==> src/rtl/frp_pkg.sv <==
package frp_pkg;

    localparam int CFG_INDEX_W = 3;

    typedef enum logic [CFG_INDEX_W-1:0] {
        CFG_DEVICE_ID     = 3'd0,
        CFG_HEAD_BYTE     = 3'd1,
        CFG_TAIL_WORD     = 3'd2,
        CFG_RESERVED_WORD = 3'd3,
        CFG_ENABLE        = 3'd4
    } cfg_idx_t;

    // Frame framing bytes
    localparam logic [7:0] FRAME_HEAD = 8'h5a;
    localparam logic [7:0] FRAME_CR   = 8'h0d;
    localparam logic [7:0] FRAME_LF   = 8'h0a;

    // Frame kind bytes
    localparam logic [7:0] SRC_NORMAL  = 8'ha5;
    localparam logic [7:0] SRC_RESTART = 8'h01;
    localparam logic [7:0] SRC_FAULT   = 8'h10;

    // Packet kind codes
    localparam logic [7:0] CODE_NORMAL  = 8'h01;
    localparam logic [7:0] CODE_RESTART = 8'h06;
    localparam logic [7:0] CODE_FAULT   = 8'h07;

    typedef enum logic [1:0] {
        KIND_NORMAL  = 2'd0,
        KIND_RESTART = 2'd1,
        KIND_FAULT   = 2'd2
    } kind_t;

    localparam logic [15:0] RESERVED_RESET = 16'hffff;

    typedef struct packed {
        logic [15:0] device_id;
        logic [7:0]  head_byte;
        logic [15:0] tail_word;
        logic [15:0] reserved_word;
        logic        enable;
    } cfg_t;

    typedef struct packed {
        logic [63:0] hi;
        logic [63:0] lo;
        kind_t       kind;
        logic        fixed;
        logic        last;
    } pkt_t;

    // One queue entry: one or two packets caused by a single frame
    typedef struct packed {
        pkt_t first;
        pkt_t second;
        logic two;
    } job_t;

endpackage

==> src/rtl/frp_front.sv <==
module frp_front (
    input  logic               clk,
    input  logic               rst_n,
    input  frp_pkg::cfg_t      cfg,
    input  logic               accept,
    input  logic [63:0]        frame_bytes,
    input  logic [31:0]        stamp_secs,
    output logic               job_valid,
    output frp_pkg::job_t      job
);

    logic        holding_reg, holding_next;
    logic [31:0] prev_time_reg, prev_time_next;
    logic [31:0] repeat_time_reg, repeat_time_next;
    logic [31:0] loss_time_reg, loss_time_next;
    logic [63:0] held_hi_reg, held_hi_next;
    logic [63:0] held_lo_reg, held_lo_next;

    logic [7:0]     b0, b1, b6, b7;
    logic           kind_ok;
    logic [7:0]     code;
    frp_pkg::kind_t kind;
    logic [63:0]    hi, lo, hlo;
    logic [31:0]    diff_prev, diff_loss, diff_rep;
    logic           is_repeat, is_loss, fix;
    logic           frame_ok;

    assign b0 = frame_bytes[63:56];
    assign b1 = frame_bytes[55:48];
    assign b6 = frame_bytes[15:8];
    assign b7 = frame_bytes[7:0];

    always_comb
    begin
        kind_ok = 1'b1;
        code    = frp_pkg::CODE_NORMAL;
        kind    = frp_pkg::KIND_NORMAL;
        unique case (b1)
            frp_pkg::SRC_NORMAL:
            begin
                code = frp_pkg::CODE_NORMAL;
                kind = frp_pkg::KIND_NORMAL;
            end
            frp_pkg::SRC_RESTART:
            begin
                code = frp_pkg::CODE_RESTART;
                kind = frp_pkg::KIND_RESTART;
            end
            frp_pkg::SRC_FAULT:
            begin
                code = frp_pkg::CODE_FAULT;
                kind = frp_pkg::KIND_FAULT;
            end
            default:
                kind_ok = 1'b0;
        endcase
    end

    assign frame_ok = accept && cfg.enable && kind_ok && (b0 == frp_pkg::FRAME_HEAD)
                      && (b6 == frp_pkg::FRAME_CR) && (b7 == frp_pkg::FRAME_LF);

    assign hi = {cfg.head_byte, code, cfg.device_id, frame_bytes[47:16]};
    assign lo = {stamp_secs, cfg.reserved_word, cfg.tail_word};

    assign diff_prev = stamp_secs - prev_time_reg;
    assign diff_loss = stamp_secs - loss_time_reg;
    assign diff_rep  = stamp_secs - repeat_time_reg;

    // Signed difference above one: positive and at least two
    assign is_repeat = (stamp_secs == prev_time_reg);
    assign is_loss   = !is_repeat && (prev_time_reg != 32'd0) && !diff_prev[31]
                       && (diff_prev[30:1] != 30'd0);

    always_comb
    begin
        holding_next     = holding_reg;
        prev_time_next   = prev_time_reg;
        repeat_time_next = repeat_time_reg;
        loss_time_next   = loss_time_reg;
        held_hi_next     = held_hi_reg;
        held_lo_next     = held_lo_reg;
        hlo              = held_lo_reg;
        fix              = 1'b0;
        job_valid        = 1'b0;

        if (is_repeat && (diff_loss == 32'd1))
        begin
            fix = 1'b1;
            hlo = {loss_time_reg, held_lo_reg[31:0]};
        end
        else if (is_loss && (diff_rep == 32'd2))
        begin
            fix = 1'b1;
            hlo = {repeat_time_reg + 32'd1, held_lo_reg[31:0]};
        end

        job.first  = '{hi: hi, lo: lo, kind: kind, fixed: 1'b0, last: 1'b1};
        job.second = '{hi: hi, lo: lo, kind: kind, fixed: 1'b0, last: 1'b1};
        job.two    = 1'b0;

        if (frame_ok)
        begin
            if (kind != frp_pkg::KIND_NORMAL)
            begin
                job_valid = 1'b1;
            end
            else
            begin
                prev_time_next = stamp_secs;
                if (is_repeat)
                begin
                    repeat_time_next = stamp_secs;
                end
                else if (is_loss)
                begin
                    loss_time_next = stamp_secs - 32'd1;
                end

                if (!holding_reg)
                begin
                    held_hi_next = hi;
                    held_lo_next = lo;
                    // Hold back on a repeat or a gap, emit otherwise
                    if (is_repeat || is_loss)
                    begin
                        holding_next = 1'b1;
                    end
                    else
                    begin
                        job_valid = 1'b1;
                    end
                end
                else
                begin
                    // Release the held packet ahead of the new one
                    holding_next = 1'b0;
                    job_valid    = 1'b1;
                    job.two      = 1'b1;
                    job.first    = '{hi: held_hi_reg, lo: hlo, kind: frp_pkg::KIND_NORMAL,
                                     fixed: fix, last: 1'b0};
                end
            end
        end
    end

    always_ff @(posedge clk or negedge rst_n)
    begin
        if (!rst_n)
        begin
            holding_reg     <= 1'b0;
            prev_time_reg   <= 32'd0;
            repeat_time_reg <= 32'd0;
            loss_time_reg   <= 32'd0;
        end
        else
        begin
            holding_reg     <= holding_next;
            prev_time_reg   <= prev_time_next;
            repeat_time_reg <= repeat_time_next;
            loss_time_reg   <= loss_time_next;
        end
    end

    always_ff @(posedge clk)
    begin
        held_hi_reg <= held_hi_next;
        held_lo_reg <= held_lo_next;
    end

endmodule

==> src/rtl/frp_queue.sv <==
module frp_queue #(
    parameter int DEPTH = 2
) (
    input  logic          clk,
    input  logic          rst_n,
    input  logic          wr_en,
    input  frp_pkg::job_t wr_job,
    input  logic          rd_en,
    output frp_pkg::job_t rd_job,
    output logic          full,
    output logic          not_empty
);

    localparam int PTR_W = (DEPTH > 1) ? $clog2(DEPTH) : 1;
    localparam int CNT_W = $clog2(DEPTH + 1);
    localparam logic [PTR_W-1:0] PTR_LAST = PTR_W'(DEPTH - 1);
    localparam logic [CNT_W-1:0] CNT_FULL = CNT_W'(DEPTH);

    frp_pkg::job_t    entry_reg [DEPTH];
    logic [PTR_W-1:0] wr_ptr_reg, wr_ptr_next;
    logic [PTR_W-1:0] rd_ptr_reg, rd_ptr_next;
    logic [CNT_W-1:0] count_reg, count_next;
    logic             do_wr, do_rd;

    assign full      = (count_reg == CNT_FULL);
    assign not_empty = (count_reg != '0);
    assign do_wr     = wr_en && !full;
    assign do_rd     = rd_en && not_empty;
    assign rd_job    = entry_reg[rd_ptr_reg];

    always_comb
    begin
        wr_ptr_next = wr_ptr_reg;
        rd_ptr_next = rd_ptr_reg;
        count_next  = count_reg;
        if (do_wr)
        begin
            wr_ptr_next = (wr_ptr_reg == PTR_LAST) ? '0 : wr_ptr_reg + PTR_W'(1);
        end
        if (do_rd)
        begin
            rd_ptr_next = (rd_ptr_reg == PTR_LAST) ? '0 : rd_ptr_reg + PTR_W'(1);
        end
        if (do_wr && !do_rd)
        begin
            count_next = count_reg + CNT_W'(1);
        end
        else if (do_rd && !do_wr)
        begin
            count_next = count_reg - CNT_W'(1);
        end
    end

    always_ff @(posedge clk or negedge rst_n)
    begin
        if (!rst_n)
        begin
            wr_ptr_reg <= '0;
            rd_ptr_reg <= '0;
            count_reg  <= '0;
        end
        else
        begin
            wr_ptr_reg <= wr_ptr_next;
            rd_ptr_reg <= rd_ptr_next;
            count_reg  <= count_next;
        end
    end

    always_ff @(posedge clk)
    begin
        if (do_wr)
        begin
            entry_reg[wr_ptr_reg] <= wr_job;
        end
    end

endmodule

==> src/rtl/frp_back.sv <==
module frp_back (
    input  logic          clk,
    input  logic          rst_n,
    input  logic          job_valid,
    input  frp_pkg::job_t job,
    output logic          job_pop,
    input  logic          out_take,
    output logic          out_valid,
    output frp_pkg::pkt_t out_pkt
);

    logic          out_valid_reg, out_valid_next;
    frp_pkg::pkt_t out_pkt_reg, out_pkt_next;
    logic          second_reg, second_next;
    logic          load;

    assign load      = !out_valid_reg || out_take;
    assign out_valid = out_valid_reg;
    assign out_pkt   = out_pkt_reg;

    always_comb
    begin
        out_valid_next = out_valid_reg;
        out_pkt_next   = out_pkt_reg;
        second_next    = second_reg;
        job_pop        = 1'b0;
        if (load)
        begin
            out_valid_next = job_valid;
            if (job_valid)
            begin
                out_pkt_next = second_reg ? job.second : job.first;
                // Advance to the second packet, or retire the entry
                if (!second_reg && job.two)
                begin
                    second_next = 1'b1;
                end
                else
                begin
                    second_next = 1'b0;
                    job_pop     = 1'b1;
                end
            end
        end
    end

    always_ff @(posedge clk or negedge rst_n)
    begin
        if (!rst_n)
        begin
            out_valid_reg <= 1'b0;
            second_reg    <= 1'b0;
        end
        else
        begin
            out_valid_reg <= out_valid_next;
            second_reg    <= second_next;
        end
    end

    always_ff @(posedge clk)
    begin
        out_pkt_reg <= out_pkt_next;
    end

endmodule

==> src/rtl/frame_repacker_timestamp_fix_core.sv <==
// Sensor frame repacker with timestamp repair.
// Input queue side: drive frame_bytes and stamp_secs with push; a frame is
// taken on a clock edge where push is high and full is low. Bad or unknown
// frames, and all frames while enable is 0, are taken and dropped.
// Result queue side: while empty is low the oldest packet sits on
// packet_high, packet_low, packet_kind, time_fixed and last_of_run; pop
// takes it. A frame makes zero, one or two packets (two when it releases a
// held packet; last_of_run marks the final one).
// With the queue and output stage empty, the first packet of a frame is
// written into the job queue, then registered in the output stage.
// Throughput: one frame per cycle at the input while the job queue has room;
// the output stage moves one packet per cycle while pop is high. QUEUE_DEPTH
// entries decouple classification from output.
// Configuration: cfg_valid/cfg_ready writes register cfg_index; cfg_ready is
// always high. Write only while idle.
// Reset clears the time tracking, the held flag, the queue and the output
// stage; registers return to zero, reserved_word to 0xFFFF.
// When pop stays low the packet holds, the queue fills and full rises.
module frame_repacker_timestamp_fix_core #(
    parameter int QUEUE_DEPTH = 2
) (
    input  logic                             clk,
    input  logic                             rst_n,
    input  logic                             push,
    output logic                             full,
    input  logic [63:0]                      frame_bytes,
    input  logic [31:0]                      stamp_secs,
    output logic                             empty,
    input  logic                             pop,
    output logic [63:0]                      packet_high,
    output logic [63:0]                      packet_low,
    output logic [1:0]                       packet_kind,
    output logic                             time_fixed,
    output logic                             last_of_run,
    input  logic                             cfg_valid,
    output logic                             cfg_ready,
    input  logic [frp_pkg::CFG_INDEX_W-1:0]  cfg_index,
    input  logic [15:0]                      cfg_data
);

    frp_pkg::cfg_t cfg_reg, cfg_next;
    frp_pkg::job_t front_job, queue_job;
    frp_pkg::pkt_t out_pkt;
    logic          front_valid, queue_not_empty, queue_pop, out_valid;
    logic          accept;

    assign cfg_ready = 1'b1;
    assign accept    = push && !full;

    always_comb
    begin
        cfg_next = cfg_reg;
        if (cfg_valid)
        begin
            unique case (cfg_index)
                frp_pkg::CFG_DEVICE_ID:     cfg_next.device_id     = cfg_data;
                frp_pkg::CFG_HEAD_BYTE:     cfg_next.head_byte     = cfg_data[7:0];
                frp_pkg::CFG_TAIL_WORD:     cfg_next.tail_word     = cfg_data;
                frp_pkg::CFG_RESERVED_WORD: cfg_next.reserved_word = cfg_data;
                frp_pkg::CFG_ENABLE:        cfg_next.enable        = cfg_data[0];
                default:                    cfg_next = cfg_reg;
            endcase
        end
    end

    always_ff @(posedge clk or negedge rst_n)
    begin
        if (!rst_n)
        begin
            cfg_reg <= '{device_id: 16'd0, head_byte: 8'd0, tail_word: 16'd0,
                         reserved_word: frp_pkg::RESERVED_RESET, enable: 1'b0};
        end
        else
        begin
            cfg_reg <= cfg_next;
        end
    end

    frp_front u_front (
        .clk         (clk),
        .rst_n       (rst_n),
        .cfg         (cfg_reg),
        .accept      (accept),
        .frame_bytes (frame_bytes),
        .stamp_secs  (stamp_secs),
        .job_valid   (front_valid),
        .job         (front_job)
    );

    frp_queue #(
        .DEPTH (QUEUE_DEPTH)
    ) u_queue (
        .clk       (clk),
        .rst_n     (rst_n),
        .wr_en     (front_valid),
        .wr_job    (front_job),
        .rd_en     (queue_pop),
        .rd_job    (queue_job),
        .full      (full),
        .not_empty (queue_not_empty)
    );

    frp_back u_back (
        .clk       (clk),
        .rst_n     (rst_n),
        .job_valid (queue_not_empty),
        .job       (queue_job),
        .job_pop   (queue_pop),
        .out_take  (pop),
        .out_valid (out_valid),
        .out_pkt   (out_pkt)
    );

    assign empty       = !out_valid;
    assign packet_high = out_pkt.hi;
    assign packet_low  = out_pkt.lo;
    assign packet_kind = out_pkt.kind;
    assign time_fixed  = out_pkt.fixed;
    assign last_of_run = out_pkt.last;

endmodule

==> config.mk <==
export PLATFORM = sky130hd
export DESIGN_NAME = frame_repacker_timestamp_fix_core
export DESIGN_NICKNAME = d
export VERILOG_FILES = /design/src/rtl/frp_pkg.sv /design/src/rtl/frp_front.sv /design/src/rtl/frp_queue.sv /design/src/rtl/frp_back.sv /design/src/rtl/frame_repacker_timestamp_fix_core.sv
export SDC_FILE = /design/constraint.sdc
export NUM_CORES = 1
export LEC_CHECK = 0
export BUFFER_PORTS_ARGS = -buffer_cell sky130_fd_sc_hd__buf_2
export CELL_PAD_IN_SITES_DETAIL_PLACEMENT = 1
export CELL_PAD_IN_SITES_GLOBAL_PLACEMENT = 2
export CORE_MARGIN = 5
export CORE_UTILIZATION = 40
export CTS_BUF_LIST = sky130_fd_sc_hd__clkbuf_8
export CTS_CLUSTER_DIAMETER = 200
export CTS_CLUSTER_SIZE = 8
export DETAILED_ROUTE_END_ITERATION = 8
export PLACE_DENSITY = 0.72
export SLEW_MARGIN = 20
export SYNTH_ARGS = -nofsm -noshare
export SYNTH_HDL_FRONTEND = slang
export SYNTH_SLANG_ARGS = --single-unit
==> constraint.sdc <==
create_clock -name clk -period 34.5 [get_ports clk]
set_input_delay 1.725 -clock clk [delete_from_list [all_inputs] [get_ports clk]]
set_output_delay 1.725 -clock clk [all_outputs]
set_load 0.05 [all_outputs]
# After elaboration in Yosys (flattened, before gate mapping)
# Memories as Yosys holds them, arrays and structs flattened.
# Cells that the tools add are included.
# totals
regBits,420
ram_bits,516
inputBits,120
out_inout_bits,135
wordCells,120
memories,1
# classes
n_addsub,9
eq_ne,14
muxes,30
bitwise_logic,3
n_reduce_logical,42
# memory_table
memory,depth,word_bits,rd,rd_ports_with_merged_regs,write_ports,line_no,source
u_queue.entry_reg,2,258,1,0,1,frp_queue.sv:19,frp_pkg::job_t entry_reg [DEPTH];
# op_table
cell,n
$mux W132,4
$mux W64,2
$sub A32 B32 Y32,3
$add A32 B1 Y32 const B,1
$eq A32 B1 Y1 const B,1
$eq A32 B2 Y1 const B,1
$eq A32 B32 Y1,1
$reduce_bool A32 Y1,1
$sub A32 B1 Y32 const B,1
$reduce_bool A30 Y1,1
$mux W1,20
$eq A8 B4 Y1 const B,2
$logic_and A1 B1 Y1,16
$reduce_and A2 Y1,7
$eq A8 B1 Y1 const B,1
$eq A8 B5 Y1 const B,1
$eq A8 B7 Y1 const B,1
$eq A8 B8 Y1 const B,1
$logic_not A1 Y1,7
$eq A3 B2 Y1 const B,2
$pmux W3 S2,1
$reduce_and A3 Y1,2
$reduce_bool A2 Y1,3
$mux W2,2
other kinds (12),16

# Logic depth before layout (Yosys ltp)
# logic_depth
ltp_word,15
depth_mapped,19
mapped_depth_nobuf,18

# By module
# Synthesis repeated with hierarchy kept, for this count alone.
# unflattened
cells_unflattened,3498
area_unflattened_um2,47131.5
# modules_own_cells
mod,n_inst,cells_per_inst,area_per_inst_um2,seq_area_each_um2
frp_queue,1,844,20373.3,16015.4
frp_front,1,2238,18654.1,6090.8
frp_back,1,288,5888.1,4013.8
frame_repacker_timestamp_fix_core,1,128,2215.9,1446.4

# Worst setup path before layout
# OpenSTA, ideal clock, no wires.
# synth_path
path_type,input-to-reg
start,in stamp_secs[0]
end,mem u_queue.entry_reg[0][0] (netlist name) (enable)
setup_time_ps,869
arrival_time_ps,15491
t_required_ps,33631
setup_slack_ps,18141
stages,15
path_buffers,1
cell_sequence,inv_1 ha_1 fa_1 nand2b_1 a21oi_1 o211ai_1 a21oi_1 o21ai_0 or4b_1 or4_1 or4_1 buf_4 a21oi_2 o31ai_1 nor2_1
# synth_between
elab_chain_cells,13
word_cells_on_any_way,16
classes_between,add/sub (1); eq/ne (1); mux (6); reduce/logical (8)
# synth_rtl
element,line_no,source
from (decl),frame_repacker_timestamp_fix_core.sv:27,"input logic [31:0] stamp_secs,"
branches (longest 5 deep; another with $sub A32 B32 Y32),--,
$logic_or A1 B1 Y1 (*),frp_front.sv:124,if (is_repeat || is_loss)
$mux W1 (*),frp_front.sv:124,
$mux W1 (*),frp_front.sv:119,if (!holding_reg)
$mux W1 (*),frp_front.sv:103,if (kind != frp_pkg::KIND_NORMAL)
$mux W1 (*),frp_front.sv:101,if (frame_ok)
$logic_and A1 B1 Y1 (*),frp_queue.sv:27,assign do_wr = wr_en && !full;
$mux W1 (*),frp_queue.sv:72,if (do_wr)
$mux W1 (not written as such) (*),frp_queue.sv:74,entry_reg[wr_ptr_reg] <= wr_job;
to (decl),frp_queue.sv:19,
# Every way passes the cells marked *.

# Final worst setup path
# layout_path
start,in stamp_secs[0]
end,mem u_queue.entry_reg[1][206] (netlist name) (enable)
# layout_between
elab_chain_cells,13
word_cells_on_any_way,16
classes_between,add/sub (1); eq/ne (1); mux (6); reduce/logical (8)
# layout_rtl
element,line_no,source
branches (longest 5 deep; another with $sub A32 B32 Y32),--,
$logic_or A1 B1 Y1 (*),frp_front.sv:124,
$mux W1 (*),frp_front.sv:124,
$mux W1 (*),frp_front.sv:119,
$mux W1 (*),frp_front.sv:103,
$mux W1 (*),frp_front.sv:101,
$logic_and A1 B1 Y1 (*),frp_queue.sv:27,
named net u_queue.do_wr,frp_queue.sv:23,"logic do_wr, do_rd;"
$mux W1 (*),frp_queue.sv:72,
$mux W1 (not written as such) (*),frp_queue.sv:74,
# Mark *: on every way through the listed nets, which the timed path passes.

==> flow_metrics.py <==
metrics = {
    "layout": {
        "syn2layout_area_growth_pct": 11.7,
        "largest_reg_flops": 502,
        "layout-drive-gt1-share_pct": 20.0,
        "num-fill-cells": 10900,
        "layout.cells.non_filler": 4943,
        "fin_nets": 3670,
    },
    "placement": {
        "io_buffer_count": 248,
        "gp_congestion": 0.857,
        "dp.cells": 4710,
        "dp_hpwl_mm": 87.4,
    },
    "global_route": {
        "grt-ovfl-total": 0,
        "grt_usage_pct": 22.5,
        "grt_max_degree": 130,
        "grt_pass1_wl_mm": 191,
        "grt_pass1_vias": 29700,
        "antenna_found_initial": 17,
    },
    "timing": {
        "slew_headroom_pct": 24.1,
        "final-hold-violation-count": 0,
        "finalMaxSlewViolations": 0,
        "timing.final.crit_share_pct": 25.7,
        "finalSetupViolCount": 0,
        "fin_crit_ps": 8850,
        "worstMarginPinSlew_ps": 1140,
        "fin_tns_setup_ps": 0,
        "fin_skew_ps": 40.5,
        "max_freq_mhz": 113,
        "rsz0062_at_grt": "false",
    },
    "synthesis": {
        "synth_top_cell_by_area": "edfxtp_1",
        "avgSynthCellArea_um2": 13.3,
        "synth_edf_count": 750,
        "netlist_area_um2": 42500,
        "netlist_instances": 3200,
        "ys_async_sr_fraction_pct": 17.6,
        "ys.flop_type": "edfxtp_1",
        "yosysUniqueCellTypes": 87,
        "ys_seq_area_share_pct": 62.5,
        "ys_warn_count": 0,
        "synth_seq_cells": 910,
        "synth_top_area_share_pct": 53.0,
        "synth_area_leaders": "edfxtp_1 (53%), dfrtp_1 (8.5%), mux4_2 (6.6%)",
    },
    "detailed_routing": {
        "ant_nets": 0,
        "finalWirelength_mm": 128,
        "drt_iter0_markers": 1750,
        "viasPerCell": 5.65,
        "drc": 0,
        "vias": 28000,
        "dr.pass1.iters": 5,
        "wl_per_cell_um": 26.0,
    },
    "setup_path": {
        "crit_path_start_kind": "primary input",
        "crit_type": "primary input to register",
        "critPathArrivalTime_ps": 9240,
        "cp_max_fo": 65,
        "r2r_setup_slack_ps": 26730,
        "critPathRequiredTime_ps": 34890,
        "crit_path_end_kind": "register",
    },
    "clocking": {
        "cts_max_level": 4,
        "cts_tree": "yes",
        "clk_pin_slew_worst_paths_ps": 60,
        "clock-sinks": 910,
        "cts_setup_buffers": 0,
        "clockBufferDepth": 3,
        "cts.repair.resized": 0,
        "cts_made_buffers": 131,
        "cts_root_buffer": "clkbuf_8",
        "clk_latency_ps": 810,
        "ctsHoldBuffers": 0,
    },
    "floorplan": {
        "fp.dieH_um": 336,
        "coreArea_um2": 105000,
        "pin_count": 255,
        "die_area_um2": 113000,
        "num_rows": 119,
        "die_x_um": 336,
        "start_util_pct": 40.3,
    },
    "job": {
        "cap_violations": 0,
    },
    "power_and_ir_drop": {
        "power_density_nw_per_um2": 45.8,
        "peakVddDrop_mv": 0.0230,
        "p_leak_nw": 17.4,
    },
    "status": {
        "status": "completed",
    },
    "min_path": {
        "worstHoldPathType": "register to register",
    },
}
[final timing paths]
check / from / endpoint / depth (start not counted)
setup / recovery: stamp_secs[0] / u_queue.entry_reg[1][206]$_DFFE_PP_ / 19
hold / removal: u_queue.count_reg[1]$_DFFE_PN0P_ / u_queue.count_reg[1]$_DFFE_PN0P_ / 1
setup reg to reg: u_front.prev_time_reg[0]$_DFFE_PN0P_ / u_queue.entry_reg[1][206]$_DFFE_PP_ / 17
hold reg to reg: u_queue.count_reg[1]$_DFFE_PN0P_ / u_queue.count_reg[1]$_DFFE_PN0P_ / 1
max in group asynchronous: rst_n / cfg_reg[39]$_DFFE_PN0P_ / 3
min in group asynchronous: rst_n / u_back.second_reg$_DFFE_PN0P_ / 1
[cell type report]
class	count	area (µm²)	area share [%]
timing repair buffer	285	1560	3.29
clock buffer	136	1870	3.95
antenna	4	10.0	0.0211
sequential	910	26600	56.0
multi-input combinational	1996	14800	31.2
inverter	128	483	1.02
tap	1391	1740	3.67
clock inverter	93	430	0.908
[through the flow]
| stage | worst slack (ps) | hold WS, ps | instance area (µm²) | power [mW] | util (%) |
|---|---|---|---|---|---|
| after floorplan | 18140 | 456 | 42500 | 1.35 | - |
| after detailed placement | 24690 | 486 | 45100 | 1.41 | 42.8 |
| after CTS | 25560 | 495 | 47400 | 2.20 | 45.0 |
| final | 25650 | 502 | 47400 | 2.17 | 45.0 |
| after global placement | 24870 | 479 | 45100 | 1.40 | 42.8 |
| after global routing | 25210 | 522 | 47400 | 2.27 | 45.0 |
[kinds of logic (layout without fill, tap and decap cells)]
| group | after synthesis | count (layout) | synth area share, % |
|---|---|---|---|
| and+or+nand+nor | 971 | 971 | 10.9 |
| DFF | 910 | 910 | 62.5 |
| AOI/OAI and AO/OA | 566 | 566 | 8.78 |
| buffers and inverters | 298 | 642 | 2.90 |
| muxes | 256 | 256 | 9.96 |
| xor gates and xnor gates | 99 | 99 | 2.04 |
| adders and majority gates | 98 | 98 | 2.92 |
| other | 2 | 10 | 0.0177 |
[Yosys cell counts (34+ instances only)]
| master | count |
|---|---|
| inv_1 | 126 |
| xnor2_1 | 74 |
| clkbuf_1 | 126 |
| edfxtp_1 | 750 |
| nand3_1 | 41 |
| dfrtp_1 | 144 |
| nor2b_1 | 45 |
| nor4_1 | 34 |
| nor2_1 | 106 |
| a311oi_1 | 34 |
| mux4_2 | 124 |
| mux2i_1 | 42 |
| o21ai_0 | 126 |
| nand2_1 | 501 |
| nand4_1 | 39 |
| mux2_2 | 90 |
| nor3_1 | 59 |
| ha_1 | 96 |
| a31oi_1 | 78 |
| a21oi_1 | 106 |
[layer usage]
metal  global-route usage, %  share of wire (%)
met5                       0              0.021
met4                    6.71                2.6
met3                    3.71                4.5
met2                    38.4                 49
met1                    29.9                 43
[power breakdown]
part / switching [mW] / internal, mW
Clock: 0.414 / 0.368
Sequential: 0.0186 / 1.22
Combinational: 0.0966 / 0.0515
Total: 0.529 / 1.64
[critical path, stage by stage]
cell and delay [ps]:
buf_2 280, inv_1 220, ha_1 290, fa_1 410, nand2b_1 180, a21oi_1 510
o211ai_1 220, a21oi_1 190, o21ai_0 190, or4b_1 550, or4_1 410, or4_1 710
a21oi_2 290, o31ai_1 190, inv_2 120, and2_4 450, buf_4 490, buf_4 820
buf_4 840
[cell usage in the layout, fill, tap and decap left out, types with 17 or more instances in the layout]
cell and n:
edfxtp_1 750, nand2_1 501, buf_2 247, inv_1 207
dfrtp_1 142, clkbuf_8 136, o21ai_0 126, mux4_2 124
a21oi_1 105, nor2_1 102, ha_1 96, mux2_2 90
a31oi_1 78, xnor2_1 74, nor3_1 58, nor2b_1 45
mux2i_1 42, nand3_1 41, nand4_1 39, a311oi_1 34
buf_4 34, nor4_1 33, a21o_1 26, o21a_1 26
xor2_1 25, and3_1 21, a211oi_1 19, o211ai_1 18
or4_1 17
Note: power is estimated with default switching activity, not from simulation.
